===== config.mk =====
export PLATFORM = sky130hd
export DESIGN_NAME = substring_match_scanner_unit_flat
export DESIGN_NICKNAME = d
export VERILOG_FILES = /design/src/sv/sms_pkg.sv /design/src/sv/sms_if.sv /design/src/sv/sms_cfg_regs.sv /design/src/sv/sms_window.sv /design/src/sv/sms_match.sv /design/src/sv/substring_match_scanner_unit.sv /design/src/flat_wrapper.sv
export VERILOG_INCLUDE_DIRS = /design/src /design/src/sv
export SDC_FILE = /design/constraint.sdc
export NUM_CORES = 2
export LEC_CHECK = 0
export BUFFER_PORTS_ARGS = -buffer_cell sky130_fd_sc_hd__buf_2
export CORE_ASPECT_RATIO = 1.25
export CORE_MARGIN = 3
export CORE_UTILIZATION = 31
export CTS_CLUSTER_DIAMETER = 30
export DETAILED_ROUTE_END_ITERATION = 8
export PLACE_DENSITY_LB_ADDON = 0.08
export SYNTH_ARGS = -nofsm -noshare
export SYNTH_HDL_FRONTEND = slang
export SYNTH_HIERARCHICAL = 1
export SYNTH_SLANG_ARGS = --single-unit

===== constraint.sdc =====
create_clock -name clk -period 8.2 [get_ports clk]
set_clock_uncertainty 0.15 [all_clocks]
set_input_delay 0.82 -clock clk [delete_from_list [all_inputs] [get_ports clk]]
set_output_delay 0.82 -clock clk [all_outputs]
set_load 0.005 [all_outputs]

===== src/sv/substring_match_scanner_unit_assert.svh =====
// Assertion macros used by the substring match scanner match stage
`ifndef SUBSTRING_MATCH_SCANNER_UNIT_ASSERT_SVH
`define SUBSTRING_MATCH_SCANNER_UNIT_ASSERT_SVH

`ifndef SYNTHESIS
// Antecedent holds -> consequent holds in the same cycle
`define SMS_ASSERT_SAME(label, clk, rst_n, ante, cons) \
  label: assert property (@(posedge clk) disable iff (!rst_n) (ante) |-> (cons)) \
    else $error("%m: check failed");
// Antecedent holds -> consequent holds in the next cycle
`define SMS_ASSERT_NEXT(label, clk, rst_n, ante, cons) \
  label: assert property (@(posedge clk) disable iff (!rst_n) (ante) |=> (cons)) \
    else $error("%m: check failed");
`else
`define SMS_ASSERT_SAME(label, clk, rst_n, ante, cons)
`define SMS_ASSERT_NEXT(label, clk, rst_n, ante, cons)
`endif

`endif


===== src/sv/sms_pkg.sv =====
// Shared constants, types and helper functions of the substring match scanner
package sms_pkg;

  // Defaults for the top-level parameters
  localparam int SMS_MAX_PATTERN   = 16;
  localparam int SMS_POSITION_BITS = 32;

  // Fixed field widths
  localparam int NEEDLE_BYTES  = 16;
  localparam int LEN_BITS      = 5;
  localparam int OUT_BITS      = 32;
  localparam int WIDE_BITS     = 64;
  localparam int CFG_ADDR_BITS = 5;
  localparam int CFG_DATA_BITS = 64;

  // Register map, one 64-bit register every 8 bytes
  typedef enum logic [1:0] {
    REG_PATTERN_LOW    = 2'd0,
    REG_PATTERN_HIGH   = 2'd1,
    REG_PATTERN_LENGTH = 2'd2
  } sms_reg_t;

  // Configuration handed from the register block to the datapath
  typedef struct packed {
    logic [WIDE_BITS-1:0] pattern_low;
    logic [WIDE_BITS-1:0] pattern_high;
    logic [LEN_BITS-1:0]  pattern_length;
  } sms_cfg_t;

  // Control of the item held between the window and match stages
  typedef struct packed {
    logic valid;
    logic final_byte;
  } sms_stage_t;

  // Clamp a wide value to the 32-bit result fields
  function automatic logic [OUT_BITS-1:0] sat_out(input logic [WIDE_BITS-1:0] v);
    sat_out = (|v[WIDE_BITS-1:OUT_BITS]) ? '1 : v[OUT_BITS-1:0];
  endfunction

  // Needle length in use: limited by the needle store and the window depth
  function automatic logic [LEN_BITS-1:0] eff_length(input logic [LEN_BITS-1:0] raw,
                                                     input int max_pattern);
    int lim;
    lim = (max_pattern < NEEDLE_BYTES) ? max_pattern : NEEDLE_BYTES;
    eff_length = (int'(raw) > lim) ? LEN_BITS'(lim) : raw;
  endfunction

endpackage


===== src/sv/sms_if.sv =====
// Valid/ready channel interfaces for haystack bytes and scan results
interface sms_in_if;
  logic       valid;
  logic       ready;
  logic [7:0] text_byte;
  logic       final_byte;

  modport source (output valid, output text_byte, output final_byte, input ready);
  modport sink   (input valid, input text_byte, input final_byte, output ready);
endinterface

interface sms_out_if;
  logic        valid;
  logic        ready;
  logic        match_found;
  logic [31:0] first_position;
  logic [31:0] last_position;
  logic [31:0] occurrence_count;
  logic [31:0] text_length;

  modport source (output valid, output match_found, output first_position,
                  output last_position, output occurrence_count, output text_length,
                  input ready);
  modport sink   (input valid, input match_found, input first_position,
                  input last_position, input occurrence_count, input text_length,
                  output ready);
endinterface


===== src/sv/sms_cfg_regs.sv =====
// APB-style register block holding the needle and its length
module sms_cfg_regs
  import sms_pkg::*;
(
  input  logic                     clk,
  input  logic                     rst_n,
  input  logic                     psel,
  input  logic                     penable,
  input  logic                     pwrite,
  input  logic [CFG_ADDR_BITS-1:0] paddr,
  input  logic [CFG_DATA_BITS-1:0] pwdata,
  output logic [CFG_DATA_BITS-1:0] prdata,
  output logic                     pready,
  output sms_cfg_t                 cfg
);

  logic [WIDE_BITS-1:0] pattern_low_r;
  logic [WIDE_BITS-1:0] pattern_high_r;
  logic [LEN_BITS-1:0]  pattern_length_r;
  logic                 wr_en;
  sms_reg_t             reg_sel;

  assign pready  = 1'b1;
  assign wr_en   = psel && penable && pwrite;
  assign reg_sel = sms_reg_t'(paddr[CFG_ADDR_BITS-1:3]);

  // Register writes on the access phase
  always_ff @(posedge clk) begin
    if (!rst_n) begin
      pattern_low_r    <= '0;
      pattern_high_r   <= '0;
      pattern_length_r <= '0;
    end else if (wr_en) begin
      unique case (reg_sel)
        REG_PATTERN_LOW:    pattern_low_r    <= pwdata;
        REG_PATTERN_HIGH:   pattern_high_r   <= pwdata;
        REG_PATTERN_LENGTH: pattern_length_r <= pwdata[LEN_BITS-1:0];
        default: ;
      endcase
    end
  end

  // Read-back mux
  always_comb begin
    unique case (reg_sel)
      REG_PATTERN_LOW:    prdata = pattern_low_r;
      REG_PATTERN_HIGH:   prdata = pattern_high_r;
      REG_PATTERN_LENGTH: prdata = CFG_DATA_BITS'(pattern_length_r);
      default:            prdata = '0;
    endcase
  end

  assign cfg.pattern_low    = pattern_low_r;
  assign cfg.pattern_high   = pattern_high_r;
  assign cfg.pattern_length = pattern_length_r;

endmodule


===== src/sv/sms_window.sv =====
// Input stage: byte window shift, position count and the input register
module sms_window
  import sms_pkg::*;
#(
  parameter int MAX_PATTERN   = SMS_MAX_PATTERN,
  parameter int POSITION_BITS = SMS_POSITION_BITS,
  localparam int WIN = (MAX_PATTERN < NEEDLE_BYTES) ? MAX_PATTERN : NEEDLE_BYTES
) (
  input  logic                          clk,
  input  logic                          rst_n,
  sms_in_if.sink                        in_ch,
  input  logic                          adv,
  output sms_stage_t                    s1_ctl,
  output logic [WIN-1:0][7:0]           s1_win,
  output logic [POSITION_BITS-1:0]      s1_idx,
  output logic [POSITION_BITS-1:0]      s1_pos
);

  logic [WIN-1:0][7:0]        win_r;
  logic [WIN-1:0][7:0]        shifted;
  logic [POSITION_BITS-1:0]   pos_r;
  logic [POSITION_BITS-1:0]   pos_inc;
  logic                       s1_valid_r;
  logic                       s1_final_r;
  logic [WIN-1:0][7:0]        s1_win_r;
  logic [POSITION_BITS-1:0]   s1_idx_r;
  logic [POSITION_BITS-1:0]   s1_pos_r;
  logic                       accept;

  // Stage register frees up when empty or when its item moves on
  assign in_ch.ready = !s1_valid_r || adv;
  assign accept      = in_ch.valid && in_ch.ready;

  // Newest byte enters at entry 0
  always_comb begin
    shifted[0] = in_ch.text_byte;
    for (int k = 1; k < WIN; k++) begin
      shifted[k] = win_r[k-1];
    end
  end

  // Saturating byte index
  assign pos_inc = (pos_r == '1) ? pos_r : pos_r + 1'b1;

  // Scan state: window and position restart after the last byte
  always_ff @(posedge clk) begin
    if (!rst_n) begin
      s1_valid_r <= 1'b0;
      win_r      <= '0;
      pos_r      <= '0;
    end else if (accept) begin
      s1_valid_r <= 1'b1;
      win_r      <= in_ch.final_byte ? '0 : shifted;
      pos_r      <= in_ch.final_byte ? '0 : pos_inc;
    end else if (adv) begin
      s1_valid_r <= 1'b0;
    end
  end

  // Item payload for the match stage
  always_ff @(posedge clk) begin
    if (accept) begin
      s1_final_r <= in_ch.final_byte;
      s1_win_r   <= shifted;
      s1_idx_r   <= pos_r;
      s1_pos_r   <= pos_inc;
    end
  end

  assign s1_ctl.valid      = s1_valid_r;
  assign s1_ctl.final_byte = s1_final_r;
  assign s1_win            = s1_win_r;
  assign s1_idx            = s1_idx_r;
  assign s1_pos            = s1_pos_r;

endmodule


===== src/sv/sms_match.sv =====
// Match stage: window compare, match statistics and the result register
`include "substring_match_scanner_unit_assert.svh"

module sms_match
  import sms_pkg::*;
#(
  parameter int MAX_PATTERN   = SMS_MAX_PATTERN,
  parameter int POSITION_BITS = SMS_POSITION_BITS,
  localparam int WIN = (MAX_PATTERN < NEEDLE_BYTES) ? MAX_PATTERN : NEEDLE_BYTES
) (
  input  logic                          clk,
  input  logic                          rst_n,
  input  sms_cfg_t                      cfg,
  input  sms_stage_t                    s1_ctl,
  input  logic [WIN-1:0][7:0]           s1_win,
  input  logic [POSITION_BITS-1:0]      s1_idx,
  input  logic [POSITION_BITS-1:0]      s1_pos,
  output logic                          adv,
  sms_out_if.source                     out_ch
);

  logic [NEEDLE_BYTES-1:0][7:0] needle;
  logic [LEN_BITS-1:0]          len;
  logic [LEN_BITS-1:0]          len_m1;
  logic [WIN-1:0]               byte_ok;
  logic [LEN_BITS-1:0]          nidx [WIN];
  logic                         hit;
  logic [POSITION_BITS-1:0]     start;

  logic                         seen_r, seen_nxt;
  logic [POSITION_BITS-1:0]     first_r, first_nxt;
  logic [POSITION_BITS-1:0]     last_r, last_nxt;
  logic [OUT_BITS-1:0]          count_r, count_nxt;
  logic [LEN_BITS-1:0]          skip_r, skip_nxt;

  logic                         out_valid_r;
  logic                         found_r;
  logic [OUT_BITS-1:0]          first_pos_r;
  logic [OUT_BITS-1:0]          last_pos_r;
  logic [OUT_BITS-1:0]          occ_r;
  logic [OUT_BITS-1:0]          text_len_r;
  logic                         flush;

  assign needle = {cfg.pattern_high, cfg.pattern_low};
  assign len    = eff_length(cfg.pattern_length, MAX_PATTERN);
  assign len_m1 = len - 1'b1;

  // Item moves on unless it carries a result and the result register is full and not taken
  assign adv   = s1_ctl.valid && (!s1_ctl.final_byte || !out_valid_r || out_ch.ready);
  assign flush = adv && s1_ctl.final_byte;

  // Window entry w holds needle byte len-1-w; entries past the length are ignored
  always_comb begin
    for (int w = 0; w < WIN; w++) begin
      nidx[w]    = len_m1 - LEN_BITS'(w);
      byte_ok[w] = (LEN_BITS'(w) >= len) || (s1_win[w] == needle[nidx[w][3:0]]);
    end
  end

  assign hit   = (len != '0) && (s1_idx >= POSITION_BITS'(len_m1)) && (&byte_ok);
  assign start = s1_idx - POSITION_BITS'(len_m1);

  // Statistics update for this byte
  always_comb begin
    seen_nxt  = seen_r || hit;
    first_nxt = (hit && !seen_r) ? start : first_r;
    last_nxt  = hit ? start : last_r;
    count_nxt = count_r;
    skip_nxt  = skip_r;
    if (skip_r != '0) begin
      skip_nxt = skip_r - 1'b1;
    end else if (hit) begin
      count_nxt = (count_r == '1) ? count_r : count_r + 1'b1;
      skip_nxt  = len_m1;
    end
  end

  always_ff @(posedge clk) begin
    if (!rst_n) begin
      seen_r  <= 1'b0;
      first_r <= '0;
      last_r  <= '0;
      count_r <= '0;
      skip_r  <= '0;
    end else if (flush) begin
      seen_r  <= 1'b0;
      first_r <= '0;
      last_r  <= '0;
      count_r <= '0;
      skip_r  <= '0;
    end else if (adv) begin
      seen_r  <= seen_nxt;
      first_r <= first_nxt;
      last_r  <= last_nxt;
      count_r <= count_nxt;
      skip_r  <= skip_nxt;
    end
  end

  // Result register valid
  always_ff @(posedge clk) begin
    if (!rst_n) begin
      out_valid_r <= 1'b0;
    end else if (flush) begin
      out_valid_r <= 1'b1;
    end else if (out_ch.ready) begin
      out_valid_r <= 1'b0;
    end
  end

  // Result payload; an empty needle reports a match at every position
  always_ff @(posedge clk) begin
    if (flush) begin
      text_len_r <= sat_out(WIDE_BITS'(s1_pos));
      if (len == '0) begin
        found_r     <= 1'b1;
        first_pos_r <= '0;
        last_pos_r  <= sat_out(WIDE_BITS'(s1_pos));
        occ_r       <= '0;
      end else begin
        found_r     <= seen_nxt;
        first_pos_r <= seen_nxt ? sat_out(WIDE_BITS'(first_nxt)) : '0;
        last_pos_r  <= seen_nxt ? sat_out(WIDE_BITS'(last_nxt)) : '0;
        occ_r       <= count_nxt;
      end
    end
  end

  assign out_ch.valid            = out_valid_r;
  assign out_ch.match_found      = found_r;
  assign out_ch.first_position   = first_pos_r;
  assign out_ch.last_position    = last_pos_r;
  assign out_ch.occurrence_count = occ_r;
  assign out_ch.text_length      = text_len_r;

  // Checks
  `SMS_ASSERT_NEXT(a_final_gives_result, clk, rst_n, flush, out_valid_r)
  `SMS_ASSERT_NEXT(a_final_clears_stats, clk, rst_n, flush,
                   (!seen_r && count_r == '0 && skip_r == '0))
  `SMS_ASSERT_NEXT(a_no_spurious_result, clk, rst_n,
                   (!flush && (!out_valid_r || out_ch.ready)), !out_valid_r)
  `SMS_ASSERT_SAME(a_count_needs_match, clk, rst_n, (count_r != '0), seen_r)
  `SMS_ASSERT_SAME(a_skip_in_range, clk, rst_n, 1'b1, (skip_r < LEN_BITS'(NEEDLE_BYTES)))

endmodule


===== src/sv/substring_match_scanner_unit.sv =====
// Substring match scanner: one haystack byte per cycle against a needle of up to 16 bytes.
// A result enters the result register when its final byte leaves the input register.
// Throughput: one byte per cycle; the input stalls only while a final byte waits on a full
// result register.
// Reset (synchronous, active low) clears valid bits, window, position and match statistics.
// Scan state returns to its reset values after every final byte.
module substring_match_scanner_unit
  import sms_pkg::*;
#(
  parameter int MAX_PATTERN   = SMS_MAX_PATTERN,
  parameter int POSITION_BITS = SMS_POSITION_BITS
) (
  input  logic                     clk,
  input  logic                     rst_n,
  sms_in_if.sink                   in_ch,
  sms_out_if.source                out_ch,
  input  logic                     psel,
  input  logic                     penable,
  input  logic                     pwrite,
  input  logic [CFG_ADDR_BITS-1:0] paddr,
  input  logic [CFG_DATA_BITS-1:0] pwdata,
  output logic [CFG_DATA_BITS-1:0] prdata,
  output logic                     pready
);

  localparam int WIN = (MAX_PATTERN < NEEDLE_BYTES) ? MAX_PATTERN : NEEDLE_BYTES;

  sms_cfg_t                   cfg;
  sms_stage_t                 s1_ctl;
  logic [WIN-1:0][7:0]        s1_win;
  logic [POSITION_BITS-1:0]   s1_idx;
  logic [POSITION_BITS-1:0]   s1_pos;
  logic                       adv;

  // Configuration registers
  sms_cfg_regs u_cfg (
    .clk     (clk),
    .rst_n   (rst_n),
    .psel    (psel),
    .penable (penable),
    .pwrite  (pwrite),
    .paddr   (paddr),
    .pwdata  (pwdata),
    .prdata  (prdata),
    .pready  (pready),
    .cfg     (cfg)
  );

  // Window shift and input register
  sms_window #(
    .MAX_PATTERN   (MAX_PATTERN),
    .POSITION_BITS (POSITION_BITS)
  ) u_window (
    .clk    (clk),
    .rst_n  (rst_n),
    .in_ch  (in_ch),
    .adv    (adv),
    .s1_ctl (s1_ctl),
    .s1_win (s1_win),
    .s1_idx (s1_idx),
    .s1_pos (s1_pos)
  );

  // Compare, statistics and result register
  sms_match #(
    .MAX_PATTERN   (MAX_PATTERN),
    .POSITION_BITS (POSITION_BITS)
  ) u_match (
    .clk    (clk),
    .rst_n  (rst_n),
    .cfg    (cfg),
    .s1_ctl (s1_ctl),
    .s1_win (s1_win),
    .s1_idx (s1_idx),
    .s1_pos (s1_pos),
    .adv    (adv),
    .out_ch (out_ch)
  );

endmodule

===== src/flat_wrapper.sv =====
// flat-port wrapper written by rule: the top's interface ports become plain ports
module substring_match_scanner_unit_flat import sms_pkg::*;
#(
  parameter int MAX_PATTERN   = SMS_MAX_PATTERN,
  parameter int POSITION_BITS = SMS_POSITION_BITS
)
  (clk, rst_n, psel, penable, pwrite, paddr, pwdata, prdata, pready, in_ch_valid, in_ch_text_byte, in_ch_final_byte, in_ch_ready, out_ch_valid, out_ch_match_found, out_ch_first_position, out_ch_last_position, out_ch_occurrence_count, out_ch_text_length, out_ch_ready);
  sms_in_if in_ch_i ();
  sms_out_if out_ch_i ();
  input  logic clk;
  input  logic rst_n;
  input  logic psel;
  input  logic penable;
  input  logic pwrite;
  input  logic [CFG_ADDR_BITS-1:0] paddr;
  input  logic [CFG_DATA_BITS-1:0] pwdata;
  output logic [CFG_DATA_BITS-1:0] prdata;
  output logic pready;
  input wire logic [$bits(in_ch_i.valid)-1:0] in_ch_valid;
  input wire logic [$bits(in_ch_i.text_byte)-1:0] in_ch_text_byte;
  input wire logic [$bits(in_ch_i.final_byte)-1:0] in_ch_final_byte;
  output wire logic [$bits(in_ch_i.ready)-1:0] in_ch_ready;
  output wire logic [$bits(out_ch_i.valid)-1:0] out_ch_valid;
  output wire logic [$bits(out_ch_i.match_found)-1:0] out_ch_match_found;
  output wire logic [$bits(out_ch_i.first_position)-1:0] out_ch_first_position;
  output wire logic [$bits(out_ch_i.last_position)-1:0] out_ch_last_position;
  output wire logic [$bits(out_ch_i.occurrence_count)-1:0] out_ch_occurrence_count;
  output wire logic [$bits(out_ch_i.text_length)-1:0] out_ch_text_length;
  input wire logic [$bits(out_ch_i.ready)-1:0] out_ch_ready;
  assign in_ch_i.valid = in_ch_valid;
  assign in_ch_i.text_byte = in_ch_text_byte;
  assign in_ch_i.final_byte = in_ch_final_byte;
  assign in_ch_ready = in_ch_i.ready;
  assign out_ch_valid = out_ch_i.valid;
  assign out_ch_match_found = out_ch_i.match_found;
  assign out_ch_first_position = out_ch_i.first_position;
  assign out_ch_last_position = out_ch_i.last_position;
  assign out_ch_occurrence_count = out_ch_i.occurrence_count;
  assign out_ch_text_length = out_ch_i.text_length;
  assign out_ch_i.ready = out_ch_ready;
  substring_match_scanner_unit #(.MAX_PATTERN(MAX_PATTERN), .POSITION_BITS(POSITION_BITS)) u_core (.clk(clk), .rst_n(rst_n), .in_ch(in_ch_i), .out_ch(out_ch_i), .psel(psel), .penable(penable), .pwrite(pwrite), .paddr(paddr), .pwdata(pwdata), .prdata(prdata), .pready(pready));
endmodule

==> Word level (Yosys, flattened, before mapping) <==
Index checks and enable logic that the tools add are counted.
{ "word_totals": {"output_inout_bits": 196, "wordCells": 222, "ff_bits": 711} }
{ "classes": {"addsub": 20, "n_eq_ne": 20, "n_reduce_logical": 46, "n_lt_le_gt_ge": 34, "n_mux": 50, "n_bitwise": 2} }
{ "ops": {"columns": ["operator", "count"], "rows": [
  ["binary-select mux 8 bit (select 4 bit)", 16],
  ["two-way mux 32 bit", 9],
  ["one-hot mux 64 bit (3 select lines)", 1],
  ["equality test 8 bit", 16],
  ["two-way mux 8 bit", 16],
  ["two-way mux 120 bit", 1],
  ["less-than comparator 4 x 5 -> 1 bit (second input constant)", 16],
  ["adder 32 x 1 -> 32 bit (second input constant)", 2],
  ["equality test 32 bit (second input constant)", 2],
  [">= comparator 4 x 5 -> 1 bit (first input constant)", 8],
  [">= comparator 32 x 5 -> 1 bit", 1],
  ["subtractor 32 x 5 -> 32 bit", 1],
  ["subtractor 4 bit (second input constant)", 8],
  [">= comparator 3 x 5 -> 1 bit (first input constant)", 4],
  ["logical OR 1 bit", 20],
  ["AND reduction 16 bit", 1],
  ["subtractor 4 x 3 -> 4 bit (second input constant)", 4],
  ["two-way mux 5 bit", 3],
  [">= comparator 1 x 5 -> 1 bit (first input constant)", 2],
  [">= comparator 2 x 5 -> 1 bit (first input constant)", 2],
  ["nonzero test 5 bit", 2],
  ["subtractor 5 x 1 -> 5 bit (second input constant)", 2],
  ["logical AND 1 bit", 8],
  ["AND reduction 2 bit", 4],
  ["12 further kinds", 23]
]} }

==> Longest topological paths before layout <==
{ "depth": {"depth_word": 13, "mapped_depth": 32} }

==> Modules after synthesis <==
Netlist, hierarchy kept.
{ "modules_own_cells": {"columns": ["module", "seq_area_each_um2", "cells_each", "area_per_inst_um2", "n_inst"], "rows": [
  ["sms_match", 5935.7, 2502, 21840.9, 1],
  ["sms_window", 8858.5, 1041, 12776.0, 1],
  ["sms_cfg_regs", 2662.6, 654, 6029.5, 1]
]} }

==> Worst setup path before layout <==
Ideal clock, no wire load.
{ "synth_timing": {"path_kind": "input to register", "startpoint": "input out_ch_ready", "endpoint": "register u_core.u_window.s1_final_r, enable pin", "required_time_ps": 7417, "arrival_ps": 7679, "stages": 11, "slack_ps": -262, "path_cell_list": "nor2b_1 > nand2_1 > nand2_1 > inv_2 > buf_1 > nand2b_1 > clkbuf_1 > nand2_1 > inv_1 > clkbuf_1 > clkbuf_1"} }
{ "synth_via": {"elab_chain_len": 4} }
{ "synth_rtl": {"columns": ["item", "line_no", "source"], "rows": [
  ["from (decl)", "flat_wrapper.sv:29", "input wire logic [$bits(out_ch_i.ready)-1:0] out_ch_ready;"],
  ["logical OR 1 bit", "sms_match.sv:49", "assign adv = s1_ctl.valid && (!s1_ctl.final_byte || !out_valid_r || out_ch.ready);"],
  ["logical AND 1 bit", "sms_match.sv:49", null],
  ["via u_core.adv", "substring_match_scanner_unit.sv:33", "logic adv;"],
  ["logical OR 1 bit", "sms_window.sv:31", "assign in_ch.ready = !s1_valid_r || adv;"],
  ["via in_ch_ready", "flat_wrapper.sv:22", "output wire logic [$bits(in_ch_i.ready)-1:0] in_ch_ready;"],
  ["logical AND 1 bit", "sms_window.sv:32", "assign accept = in_ch.valid && in_ch.ready;"],
  ["via u_core.u_window.accept", "sms_window.sv:28", "logic accept;"],
  ["to (signal assigned)", "sms_window.sv:63", "s1_final_r <= in_ch.final_byte;"],
  ["to (decl)", "sms_window.sv:24", "logic s1_final_r;"]
]} }
The timed path passes the listed nets, and every way through them passes these cells.
A chain may end at the register's enable or synchronous reset.

==> Worst setup path in the final report <==
{ "layout_timing": {"startpoint": "register u_core.u_cfg.pattern_length_r[1]", "endpoint": "register u_core.u_match.occ_r[11], in the netlist u_core/u_match/out_ch.occurrence_count[11], data pin"} }
{ "layout_via": {"elab_chain_len": 12} }
{ "layout_rtl": {"columns": ["item", "line_no", "source"], "rows": [
  ["from (decl)", "sms_cfg_regs.sv:19", "logic [LEN_BITS-1:0] pattern_length_r;"],
  ["from (signal assigned)", "sms_cfg_regs.sv:37", "REG_PATTERN_LENGTH: pattern_length_r <= pwdata[LEN_BITS-1:0];"],
  ["> comparator 5 bit", "sms_pkg.sv:46", "eff_length = (int'(raw) > lim) ? LEN_BITS'(lim) : raw;"],
  ["two-way mux 5 bit *", "sms_pkg.sv:46", null],
  ["subtractor 5 x 1 -> 5 bit", "sms_match.sv:46", "assign len_m1 = len - 1'b1;"],
  ["subtractor 4 x 1 -> 4 bit (tied with other cells)", "sms_match.sv:55", "nidx[w] = len_m1 - LEN_BITS'(w);"],
  ["binary-select mux 8 bit (select 4 bit)", "sms_match.sv:56", "byte_ok[w] = (LEN_BITS'(w) >= len) || (s1_win[w] == needle[nidx[w][3:0]]);"],
  ["two-way mux 8 bit (implied by the code)", "sms_match.sv:56", null],
  ["equality test 8 bit", "sms_match.sv:56", null],
  ["logical OR 1 bit", "sms_match.sv:56", null],
  ["AND reduction 16 bit", "sms_match.sv:60", "assign hit = (len != '0) && (s1_idx >= POSITION_BITS'(len_m1)) && (&byte_ok);"],
  ["logical AND 1 bit", "sms_match.sv:60", null],
  ["two-way mux 32 bit", "sms_match.sv:72", "end else if (hit) begin"],
  ["two-way mux 32 bit", "sms_match.sv:70", "if (skip_r != '0) begin"],
  ["to (signal assigned)", "sms_match.sv:124", "occ_r <= count_nxt;"],
  ["to (decl)", "sms_match.sv:40", "logic [OUT_BITS-1:0] occ_r;"]
]} }
Every way passes the cells marked *; elsewhere a longest branch is shown, timed or not. The select of a mux whose other input is x is not followed.

==> results by group <==
Run status
  • Status: complete, no violations

Synthesis
  • Post-synthesis compound-gate area fraction: 14.1%
  • Mux cell area share after synthesis: 15.4%
  • EDFF count, synth: 322
  • Sequential area share after synthesis: 42.9%
  • Area leader, netlist: edfxtp_1
  • Post-synth cell types: 102
  • Warnings from Yosys: 6
  • Synth Area in XOR/XNOR: 3.38%
  • Syn Nets: 4,304
  • Yosys reg bits: 711
  • Prevailing post-synth register cell: dfxtp_1
  • Cell area after synthesis: 40,600 um2
  • Syn Area/Cell: 9.68 um2
  • Asr flop ratio synth: 0%
  • Adder-Cell Fraction of Synth Area: 0.770%
  • Simple-Gate Fraction of Synth Area: 19.0%
  • Largest family of logic cells by synthesized area: simple AND/OR/NAND/NOR gates
  • Area share of the largest cell type after synthesis: 23.8%
  • Top cells by area, synth: edfxtp_1 (24%), dfxtp_1 (19%), mux2i_1 (11%)
  • Post-Synthesis Cells: 4,197

Final layout
  • Share of layout cells above drive strength 1: 17.5%
  • Layout area overhead: 21.0%
  • Final instance area: 49,200 um2
  • Number of fill cells: 12,900
  • Leading cell type in the layout, fill and taps excluded: nand2_1
  • Commonest cells after routing, fill and taps aside: nand2_1 (576), mux2i_1 (446), dfxtp_1 (387)
  • Final cell count without fillers: 6,237
  • Finished Core Util: 38.0%
  • Nets: 4,493

Global route
  • First-pass GRT wire length: 238 mm
  • GRT Util Overall: 23.8%
  • Largest net degree at the start of global routing: 187
  • Initial antenna violation count: 7
  • GRT overflow: 0
  • Vias in the first global route: 33,600

Floorplanning
  • Total I/O pin count: 281
  • Core ar.: 129,000 um2
  • Die area: 136,000 um2
  • Initial Utilization: 31.4%
  • Site Rows: 147
  • Chip height: 411 um
  • Die Span X: 330 um

Timing
  • Final Critical Period: 6.81 ns
  • Hold Slack: 0.0814 ns
  • Slew Limit Fails: 0
  • Post-route clock period utilization: 83.1%
  • Final Hold Fails: 0
  • Max-slew headroom: 11.4%
  • Fmax achieved: 147 MHz
  • Setup violators final: 0
  • RSZ-0062 raised after global routing: false
  • Setup TNS: 0 ns
  • Slew of the pin with the lowest slew margin: 1.33 ns

Routing
  • DR WL met3: 8.41 mm
  • WL per Instance: 26.5 um
  • DR pass1 iterations: 6
  • DR vias: 34,500
  • Iter 0 DRT Violations: 3,134
  • Met1 wire length: 68.4 mm
  • Max layer used: met5
  • DRC Markers: 0
  • Met2 routed WL: 77.5 mm
  • Post-DRT Antenna Nets: 0
  • Routed wire length: 165 mm
  • Vias per cell: 5.54

Place
  • I/O Buffers: 276
  • Placed Cells incl. Taps: 5,939
  • Area post-placement: 43,500 um2
  • Gpl congestion: 0.935
  • Dpl hpwl: 118 mm

CTS
  • Clock Latency Late Sink: 0.79 ns
  • # resized after CTS: 0
  • Clock root buffer: clkbuf_16
  • Cts bufs inserted: 158
  • Clk sinks: 711
  • H-tree depth: 4
  • CTS Buffer Depth: 3
  • CTS tree: built
  • Clock-pin slew on the worst setup and hold paths: 0.05 ns
  • Post-CTS Hold Buffers: 0
  • Number of setup buffers added after CTS: 0

Power and ir drop
  • Leak: 17.7 nW
  • PD cells: 229 nW/um2
  • Worst VDD drop: 0.000145 V

Critical path
  • Crit path capture: u_core/u_match/out_ch.occurrence_count[11]
  • Critical Path Sink Type: register
  • Setup slack, reg-to-reg: 1.39 ns
  • R2r endpoint: u_core/u_match/out_ch.occurrence_count[11]
  • Sequence of cells on the critical path: buf_12, mux2i_1, nand2_1, o2111ai_1, o32ai_1, xor2_1, or4_1, nor4_1, o22ai_1, nor4_2, nand4_1, buf_4, or3_1, buf_4, or3_1, a21oi_1
  • Worst endpoint required time: 8.65 ns
  • Crit-path slowest cell: o32ai_1
  • Reg2reg start: u_core/u_cfg/pattern_length_r[1]
  • Critical path launch point: u_core/u_cfg/pattern_length_r[1]
  • Slowest cell delay on critical path: 0.92 ns
  • Crit path max fanout: 186
  • Cell count of the worst reg-to-reg path: 16
  • CP Class: register to register
  • CP startpoint kind: register
  • WP data arrival: 7.26 ns

Run
  • Max cap viols: 0

Min path
  • Min-delay worst type: input pin to register
[final cells by class]
cell class | instances | area (um2) | area share [%]
diodes | 2 | 5.00 | 0.0102
well taps | 1713 | 2140 | 4.36
clock buffers | 205 | 4290 | 8.73
repair buffers | 369 | 2140 | 4.35
flip-flops and latches | 711 | 17500 | 35.5
clock inverters | 91 | 1400 | 2.85
inverters | 54 | 220 | 0.448
multi-input cells | 3092 | 21500 | 43.7
[worst min-delay path by stage]
| stage | to | start | cells after the start |
|---|---|---|---|
| after floorplan | u_core/u_window/s1_idx[12] | u_core/u_window/pos_r[12] | 0 |
| after global placement | u_core/u_window/s1_win[126] | u_core/u_window/shifted[126] | 0 |
| after detailed placement | u_core/u_window/s1_win[126] | u_core/u_window/shifted[126] | 0 |
| after CTS | u_core/u_window/s1_win[3] | in_ch_text_byte[3] | 1 |
| after global routing | u_core/u_window/s1_win[3] | in_ch_text_byte[3] | 1 |
| final | u_core/u_window/s1_win[3] | in_ch_text_byte[3] | 1 |
[state kept, by name (all words and copies together) (netlist names), 32 cells and up]
| signal | flops |
|---|---|
| u_core/u_match/first_r | 32 |
| u_core/u_window/s1_idx | 32 |
| u_core/u_window/s1_win | 128 |
| u_core/u_window/shifted | 120 |
| u_core/u_match/out_ch.first_position | 32 |
| u_core/u_cfg/pattern_low_r | 64 |
| u_core/u_cfg/pattern_high_r | 64 |
| u_core/u_match/count_r | 32 |
| u_core/u_match/last_r | 32 |
| u_core/u_window/pos_r | 32 |
| u_core/u_match/out_ch.text_length | 32 |
| u_core/u_match/out_ch.last_position | 32 |
| u_core/u_window/s1_pos | 32 |
| u_core/u_match/out_ch.occurrence_count | 32 |
[report_power, final]
part           internal, mW  switching, mW
Sequential             3.82         0.0970
Combinational         0.250          0.507
Clock                  4.40           2.19
[logic make-up after synthesis]
| logic type | after synthesis |
|---|---|
| AOI/OAI and AO/OA | 854 |
| xor gates and xnor gates | 155 |
| adders and majority gates | 25 |
| buffers and inverters | 394 |
| DFF | 711 |
| muxes | 538 |
| other | 1 |
| and+or+nand+nor | 1519 |
[metrics by stage]
| step | power [mW] | setup slack (ns) |
|---|---|---|
| after floorplan | 4.42 | 1.59 |
| final | 11.3 | 1.39 |
| after detailed placement | 4.74 | 1.54 |
| after CTS | 11.4 | 1.54 |
| after global routing | 11.7 | 1.07 |
| after global placement | 4.74 | 1.54 |
[routing by layer]
metal,GRT usage [%],vias to the layer above
met2,38.8,1261
met4,14.2,4
li1,-,16000
met3,3.55,316
met1,29.7,16900
met5,0,-
[cells in the mapped netlist (all sizes together), types with 33 or more instances]
library cell / instances
nand2: 578
mux2i: 446
dfxtp: 389
edfxtp: 322
a21oi: 236
nor2: 228
clkbuf: 219
o21ai: 159
nand3b: 126
buf: 121
nand3: 92
xnor2: 85
nor3: 72
nand2b: 70
xor2: 70
mux4: 67
and3: 60
inv: 53
nand4: 51
or3: 49
o22ai: 44
nor4: 41
a221o: 40
nor3b: 33
[worst max-delay path: cells and delay by family (launching register included)]
kind	cells	cell delay (ns)
flops	1	0.54
mux	1	0.28
compound gates	4	1.44
simple gates	7	2.71
xor+xnor	1	0.12
buf+inv	3	0.98
Power figures use the tool's default switching activity.
